## src/design/icmp_echo_reply_classifier_assert.svh

```systemverilog
// Assertion macros shared by the classifier RTL.
`ifndef ICMP_ECHO_REPLY_CLASSIFIER_ASSERT_SVH
`define ICMP_ECHO_REPLY_CLASSIFIER_ASSERT_SVH

// Consequent must hold in the same cycle as the antecedent.
`define IECR_ASSERT_SAME(label, ck, rs, ante, cons) \
  label: assert property (@(posedge ck) disable iff (rs) (ante) |-> (cons)) \
    else $error("iecr: same-cycle check failed");

// Consequent must hold in the cycle after the antecedent.
`define IECR_ASSERT_NEXT(label, ck, rs, ante, cons) \
  label: assert property (@(posedge ck) disable iff (rs) (ante) |=> (cons)) \
    else $error("iecr: next-cycle check failed");

`endif

```

## src/design/iecr_pkg.sv

```systemverilog
package iecr_pkg;

  // Result status codes.
  typedef enum logic [3:0] {
    ST_SUCCESS     = 4'd0,
    ST_NET_UNR     = 4'd1,
    ST_HOST_UNR    = 4'd2,
    ST_PROTO_UNR   = 4'd3,
    ST_PORT_UNR    = 4'd4,
    ST_TOO_BIG     = 4'd5,
    ST_BAD_ROUTE   = 4'd6,
    ST_TTL_TRANSIT = 4'd7,
    ST_TTL_REASM   = 4'd8,
    ST_PARAM       = 4'd9,
    ST_QUENCH      = 4'd10,
    ST_FAILURE     = 4'd11
  } status_e;

  // Configuration register indexes.
  localparam logic [1:0] CFG_EXPECTED_ID  = 2'd0;
  localparam logic [1:0] CFG_EXPECTED_SEQ = 2'd1;
  localparam logic [1:0] CFG_PING_MODE    = 2'd2;

  // Protocol codes.
  localparam logic [3:0] IP_VERSION4        = 4'd4;
  localparam logic [7:0] IP_PROTO_ICMP      = 8'd1;
  localparam logic [7:0] ICMP_ECHO_REPLY    = 8'd0;
  localparam logic [7:0] ICMP_DEST_UNREACH  = 8'd3;
  localparam logic [7:0] ICMP_SOURCE_QUENCH = 8'd4;
  localparam logic [7:0] ICMP_ECHO_REQUEST  = 8'd8;
  localparam logic [7:0] ICMP_TIME_EXCEEDED = 8'd11;
  localparam logic [7:0] ICMP_PARAM_PROBLEM = 8'd12;
  localparam logic [7:0] ICMP_CODE_REASM    = 8'd1;

  typedef struct packed {
    logic [7:0] rx_byte;
    logic       last_byte;
    logic       truncated;
  } in_item_t;

  typedef struct packed {
    logic        accepted;
    status_e     status;
    logic [10:0] data_size;
    logic [7:0]  ttl;
    logic [7:0]  tos;
    logic [2:0]  frag_flags;
    logic [5:0]  options_size;
  } out_item_t;

  typedef struct packed {
    logic [1:0]  addr;
    logic [15:0] wdata;
  } cfg_item_t;

  typedef struct packed {
    logic [15:0] expected_id;
    logic [15:0] expected_seq;
    logic        ping_mode;
  } cfg_regs_t;

  // Per-datagram captured fields (the byte counter lives beside it).
  typedef struct packed {
    logic [5:0]  header_len;
    logic [7:0]  reply_ttl;
    logic [7:0]  reply_tos;
    logic [2:0]  reply_flags;
    logic [7:0]  icmp_type;
    logic [7:0]  icmp_code;
    logic [15:0] echo_id;
    logic [15:0] echo_seq;
    logic [5:0]  inner_header_len;
    logic        checks_ok;
    logic        inner_ok;
  } frame_t;

  localparam frame_t FRAME_CLEAR = '{
    header_len: 6'd0, reply_ttl: 8'd0, reply_tos: 8'd0, reply_flags: 3'd0,
    icmp_type: 8'd0, icmp_code: 8'd0, echo_id: 16'd0, echo_seq: 16'd0,
    inner_header_len: 6'd0, checks_ok: 1'b1, inner_ok: 1'b1
  };

  localparam cfg_regs_t CFG_RESET = '{
    expected_id: 16'd0, expected_seq: 16'd0, ping_mode: 1'b0
  };

  // Destination-unreachable code to status.
  function automatic status_e unreach_status(input logic [7:0] code);
    status_e s;
    unique case (code)
      8'd0, 8'd6, 8'd9, 8'd11: s = ST_NET_UNR;
      8'd2:                    s = ST_PROTO_UNR;
      8'd3:                    s = ST_PORT_UNR;
      8'd4:                    s = ST_TOO_BIG;
      8'd5:                    s = ST_BAD_ROUTE;
      default:                 s = ST_HOST_UNR;
    endcase
    return s;
  endfunction

endpackage

```

## src/design/iecr_classify.sv

```systemverilog
module iecr_classify #(
  parameter int CW = 12
) (
  input  logic [CW-1:0]       count,
  input  iecr_pkg::frame_t    frame,
  input  iecr_pkg::cfg_regs_t cfg,
  input  logic                truncated,
  output iecr_pkg::out_item_t result
);
  import iecr_pkg::*;

  localparam int PW = CW + 2;
  localparam int DW = (CW > 11) ? CW : 11;
  localparam logic [DW-1:0] DS_MAX = DW'(2047);

  logic          raw;
  logic          ok;
  logic          hit;
  logic          trunc_fail;
  logic [PW-1:0] n;
  logic [PW-1:0] h;
  logic [PW-1:0] inl;
  logic [PW-1:0] diff;
  logic [DW-1:0] ds_w;
  logic [10:0]   ds;
  logic [10:0]   ds_out;
  status_e       status;

  always_comb begin
    raw  = !cfg.ping_mode;
    n    = PW'(count);
    h    = PW'(frame.header_len);
    inl  = PW'(frame.inner_header_len);
    ok   = n >= h + PW'(8);
    if (raw) begin
      ok = ok && (n >= PW'(20)) && (h >= PW'(20)) && frame.checks_ok;
    end
    diff = n - h - PW'(8);
    ds_w = DW'(diff[CW-1:0]);
    ds   = (ds_w > DS_MAX) ? 11'h7ff : ds_w[10:0];

    hit        = 1'b0;
    trunc_fail = 1'b0;
    ds_out     = 11'd0;
    status     = ST_SUCCESS;
    if (ok) begin
      unique case (frame.icmp_type)
        ICMP_ECHO_REPLY: begin
          if (!(raw && frame.echo_id != cfg.expected_id) &&
              frame.echo_seq == cfg.expected_seq) begin
            if (ds != 11'd0 && truncated) begin
              trunc_fail = 1'b1;
            end else begin
              hit    = 1'b1;
              ds_out = ds;
            end
          end
        end
        ICMP_DEST_UNREACH: begin
          hit    = 1'b1;
          status = unreach_status(frame.icmp_code);
        end
        ICMP_TIME_EXCEEDED: begin
          hit    = 1'b1;
          status = (frame.icmp_code == ICMP_CODE_REASM) ? ST_TTL_REASM : ST_TTL_TRANSIT;
        end
        ICMP_PARAM_PROBLEM: begin
          hit    = 1'b1;
          status = ST_PARAM;
        end
        ICMP_SOURCE_QUENCH: begin
          hit    = 1'b1;
          status = ST_QUENCH;
        end
        default: hit = 1'b0;
      endcase
    end

    // Error messages in raw mode must carry our original request's IP header and ICMP header.
    if (hit && raw && frame.icmp_type != ICMP_ECHO_REPLY) begin
      if (n < h + PW'(28) || n < h + PW'(16) + inl || !frame.inner_ok) begin
        hit = 1'b0;
      end
    end

    result = '0;
    if (trunc_fail) begin
      result.accepted = 1'b1;
      result.status   = ST_FAILURE;
    end else if (hit) begin
      result.accepted  = 1'b1;
      result.status    = status;
      result.data_size = ds_out;
      if (raw) begin
        result.ttl          = frame.reply_ttl;
        result.tos          = frame.reply_tos;
        result.frag_flags   = frame.reply_flags;
        result.options_size = frame.header_len - 6'd20;
      end
    end
  end

endmodule

```

## config.mk

```make
export PLATFORM = sky130hd
export DESIGN_NAME = iecr_classify
export DESIGN_NICKNAME = d
export VERILOG_FILES = /design/src/design/icmp_echo_reply_classifier_assert.svh /design/src/design/iecr_pkg.sv /design/src/design/iecr_classify.sv
export SDC_FILE = /design/constraint.sdc
export NUM_CORES = 1
export LEC_CHECK = 0
export BUFFER_PORTS_ARGS = -buffer_cell sky130_fd_sc_hd__buf_2
export CAP_MARGIN = 10
export CORE_MARGIN = 2
export CORE_UTILIZATION = 48
export DETAILED_ROUTE_END_ITERATION = 16
export PLACE_DENSITY = 0.91
export REMOVE_ABC_BUFFERS = 1
export SLEW_MARGIN = 25
export SYNTH_ARGS = -nofsm -noshare
export SYNTH_HDL_FRONTEND = slang
export SYNTH_SLANG_ARGS = --single-unit
export TNS_END_PERCENT = 5
```

## constraint.sdc

```tcl
create_clock -name vclk -period 8.1
set_clock_uncertainty 0.05 [all_clocks]
set_input_delay 1.215 -clock vclk [all_inputs]
set_output_delay 1.215 -clock vclk [all_outputs]
set_load 0.05 [all_outputs]
```

=== Yosys cells after proc, flatten, opt, wreduce, memory -nomap -nowiden ===
Memories as Yosys holds them, arrays and structs flattened.
Index checks and enable logic that the tools add are counted.

* Input bits: 127
* Logic and storage cells: 63
* Register bits after elaboration: 0
* Memories kept: 1
* Output and inout bits: 41
* ROM bits: 48

{| class="wikitable"
|+ Memories
! name !! words !! bits a word !! rd ports !! clocked after memory_dff !! wr ports !! RTL line !! source
|-
| (no name shown) || 16 || 3 || 1 || 0 || 0 || iecr_pkg.sv:90 || <nowiki>unique case (code)</nowiki>
|}

* $lt $le $gt $ge: 6
* $add $sub $neg: 7
* Muxes and demuxes: 24
* Reduce and logical (&&, ||, !) cells: 18
* Equality and inequality tests: 7

{| class="wikitable"
|+ Operators by type and width
! operator !! count
|-
| 11-bit two-way mux || 5
|-
| 41-bit two-way mux || 1
|-
| 36-bit two-way mux || 1
|-
| 25-bit two-way mux || 1
|-
| 16-bit equality test || 1
|-
| 8-bit by 4-bit equality test with 1-bit output, second input constant || 2
|-
| 16-bit inequality test || 1
|-
| 4-bit one-hot mux with 4 select lines || 1
|-
| 6-bit by 5-bit adder with 7-bit output, second input constant || 2
|-
| 12-bit by 5-bit >= comparator with 1-bit output, second input constant || 1
|-
| 12-bit by 7-bit >= comparator with 1-bit output || 1
|-
| 12-bit by 11-bit > comparator with 1-bit output, second input constant || 1
|-
| 12-bit by 7-bit < comparator with 1-bit output || 1
|-
| 12-bit by 8-bit < comparator with 1-bit output || 1
|-
| 4-bit two-way mux || 3
|-
| 12-bit by 5-bit subtractor with 12-bit output, second input constant || 1
|-
| 12-bit by 6-bit subtractor with 12-bit output || 1
|-
| 11-bit nonzero test || 1
|-
| 1-bit two-way mux || 10
|-
| 7-bit by 6-bit adder with 8-bit output || 1
|-
| 8-bit by 1-bit equality test with 1-bit output, second input constant || 1
|-
| 8-bit by 2-bit equality test with 1-bit output, second input constant || 1
|-
| 8-bit by 3-bit equality test with 1-bit output, second input constant || 1
|-
| 1-bit logical AND || 8
|-
| other kinds (11) || 14
|}

=== Depth between registers and ports, before layout ===
* Word-level depth: 15
* Mapped depth: 17
* Gate-level depth less buffers: 16

=== Worst setup path before layout ===
OpenSTA, ideal clock, no wires.

* Path kind: input port to output port
* Start point: input port frame[3] (netlist bit)
* End point: output port result[1] (netlist bit)
* Slack: 1679 ps
* Buffers on the path: 1
* Arrival: 5156 ps
* Data required time: 6835 ps
* Stages: 17
* Cell sequence: ha_1 -> ha_1 -> inv_1 -> fa_1 -> inv_1 -> a21oi_1 -> o21ai_0 -> a21o_1 -> nand2_1 -> ha_1 -> nand3_1 -> nor4_1 -> a2111o_1 -> a21oi_1 -> or4_4 -> buf_6 -> a211oi_1

{| class="wikitable"
|+ RTL lines
! item !! RTL line !! source
|-
| start: declaration || iecr_classify.sv:5 || <nowiki>input iecr_pkg::frame_t frame,</nowiki>
|-
| end: declaration || iecr_classify.sv:8 || <nowiki>output iecr_pkg::out_item_t result</nowiki>
|}

==> results.yml <==
setup_path:
  cpPeakStageDelay_ns: 0.61
  worstPathArrival_ns: 4.98
  crit_type: "in -> out"
  cp_max_fo: 30
  cpMostUsedCell: "ha_1"
  critical_path.cell_chain: "buf_2 -> ha_1 -> ha_1 -> inv_1 -> fa_1 -> inv_1 -> a21oi_1 -> o21ai_0 -> a21o_1 -> nand2_1 -> ha_1 -> nand3_1 -> nor4_1 -> a2111o_1 -> a21oi_1 -> or4_4 -> a221oi_2 -> buf_2"
  critPathSlowestCell: "or4_4"
  end_kind: "output pin"
  worstSetupStartpointType: "primary input"
  cp.required_ns: 6.84
clocking:
  cts_hold_buf: 0
  cts_setup_buffers: 0
  ctsResizeCount: 0
sta:
  finalSetupTns_ns: 0
  worst_slew_pin_slew_ns: 0.8779
  finalSetupViolations: 0
  hold_viol: 0
  clock.fmax_mhz: 160.1
  rsz0062_at_grt: "no"
  relSlewSlack: 0.4132
  final-max-slew-violation-count: 0
  holdWs_ns: 2.726
  fin_crit_sh: 0.7713
  finalCriticalPeriod_ns: 6.248
layout:
  nClkBuffers: 0
  ff_latch_area_um2: 0
  nets: 674
  seq_cell_count: 0
  final_area_um2: 3318
  multiInputGateArea_um2: 2251
  drive_above_1_share: 0.3657
  antenna_cells: 0
  area_growth_syn_to_layout_pct: 34.28
  nFillCells: 430
route:
  wl_met2_um: 4286
  wl_per_cell_um: 13.91
  wirelength_um: 7859
  drt-initial-drc-count: 117
  final_antenna_net_count: 0
  drc: 0
  vias: 3009
  wl_met1_um: 2991
  dr_wl_met3_um: 416
  avgViaCountPerCell: 5.326
  top_layer: "met4"
  drt-pass1-iter-count: 4
floorplan:
  die_w_um: 75.75
  placementRows: 26
  core_um2: 5042
  die_h_um: 75.75
  initial_core_util: 0.4901
  io_pins: 168
  die_area_um2: 5738
pwr:
  peakVddDrop_mv: 0.02424
  swShare: 0.5281
  power_frac_seq: 0
  clkPwrFrac: 0
  switchingPower_mw: 0.08977
  internal_power_mw: 0.08020
  power_density_nw_per_um2: 51.22
  leakage_nw: 1.778
  combPwrFrac: 1.000
synth:
  synth_top_area_frac: 0.2329
  synth_common_cells: "46 x ha_1, 42 x a21oi_1, 36 x inv_1"
  yosysMostFrequentCell: "ha_1"
  yosysWarnings: 0
  syn_inst: 339
  seq_area_frac_synth: 0
  syn_area_um2: 2471
  ys_types: 56
  synth_area_leaders: "ha_1 23%, xnor2_1 9.6%, a21oi_1 8.5%, xor2_1 6.7%, nand2b_1 5.8%"
  synth.avg_cell_area_um2: 7.289
  yosysTopAreaCell: "ha_1"
global_route:
  antenna_found_initial: 0
  grtUsageTotal: 0.2394
  first_global_vias: 2656
  grt-ovfl-total: 0
  grt_pass1_wl_um: 10980
  grt_max_degree: 37
placement:
  io_buffers: 168
  place_area_um2: 3318
  dp_hpwl_um: 6879
  routabilityCongestion: 0.9994
outcome:
  outcome: "completed"
min_path:
  hold_class: "in -> out"
flow_run:
  maxCapViolCount: 0
-- worst max-delay path, delay by kind of cell --
kind	cells	cell delay [ns]
fa+ha+maj	4	1.12
compound gates	6	1.08
simple gates	4	1.03
buf+inv	4	0.54
-- cell usage in the layout (no fill, tap or decap), types with 2 or more instances in the layout --
cell	count
a211oi_1	8
a21o_1	5
a21oi_1	42
a21oi_2	2
and2_1	2
and3_1	2
buf_2	168
fa_1	4
ha_1	46
inv_1	36
nand2_1	14
nand2b_1	23
nand3_1	8
nand4_1	5
nor2_1	14
nor2b_1	2
nor3_1	4
nor3_2	2
nor4_1	8
o21a_1	4
o21ai_0	14
o31ai_1	2
or3_1	4
or4_1	2
or4_4	3
xnor2_1	27
xor2_1	19
-- path summary, 6_finish.rpt --
check	from	end	slack [ns]	cells past startpoint
setup / recovery	frame[76]	result[38]	1.85	18
hold / removal	truncated	result[34]	2.73	3
-- through the flow --
| stage | setup slack, ns | util | cells | power, mW |
|---|---|---|---|---|
| after floorplan | 1.641 | - | 327 | 0.1018 |
| after global placement | 2.067 | 0.6581 | 565 | 0.1591 |
| after detailed placement | 1.885 | 0.6581 | 565 | 0.1682 |
| after CTS | 1.881 | 0.6581 | 565 | 0.1692 |
| after global routing | 1.650 | 0.6581 | 565 | 0.1891 |
| final | 1.852 | 0.6581 | 565 | 0.1700 |
-- metal layers --
layer,vias up,track usage
met1,1354,0.2689
met2,127,0.4741
met3,16,0.01587
li1,1512,-
met4,0,0.06823
met5,-,0
-- power by group through the flow --
stage | registers (mW) | clock network (mW) | logic, mW
floorplan | 0 | 0 | 0.102
global placement | 0 | 0 | 0.159
detailed placement | 0 | 0 | 0.168
CTS | 0 | 0 | 0.169
global route | 0 | 0 | 0.189
finish | 0 | 0 | 0.170
-- layout make-up --
class,instances,share of cell area
Inverter,37,0.04186
Multi-Input combinational cell,290,0.6784
Tap cell,70,0.02640
Timing Repair Buffer,168,0.2534
-- cell families (layout without fill, tap and decap cells) --
group | count (synthesis) | count (layout) | share of synthesized area
buffers and inverters | 49 | 205 | 0.08911
adder cells (fa/ha/maj) | 50 | 50 | 0.2653
AO/OA/AOI/OAI | 92 | 92 | 0.2395
multiplexers | 1 | 1 | 0.004051
XOR/XNOR | 46 | 46 | 0.1630
AND/OR/NAND/NOR | 101 | 101 | 0.2390
No activity file was read; power rests on OpenSTA's default activity.
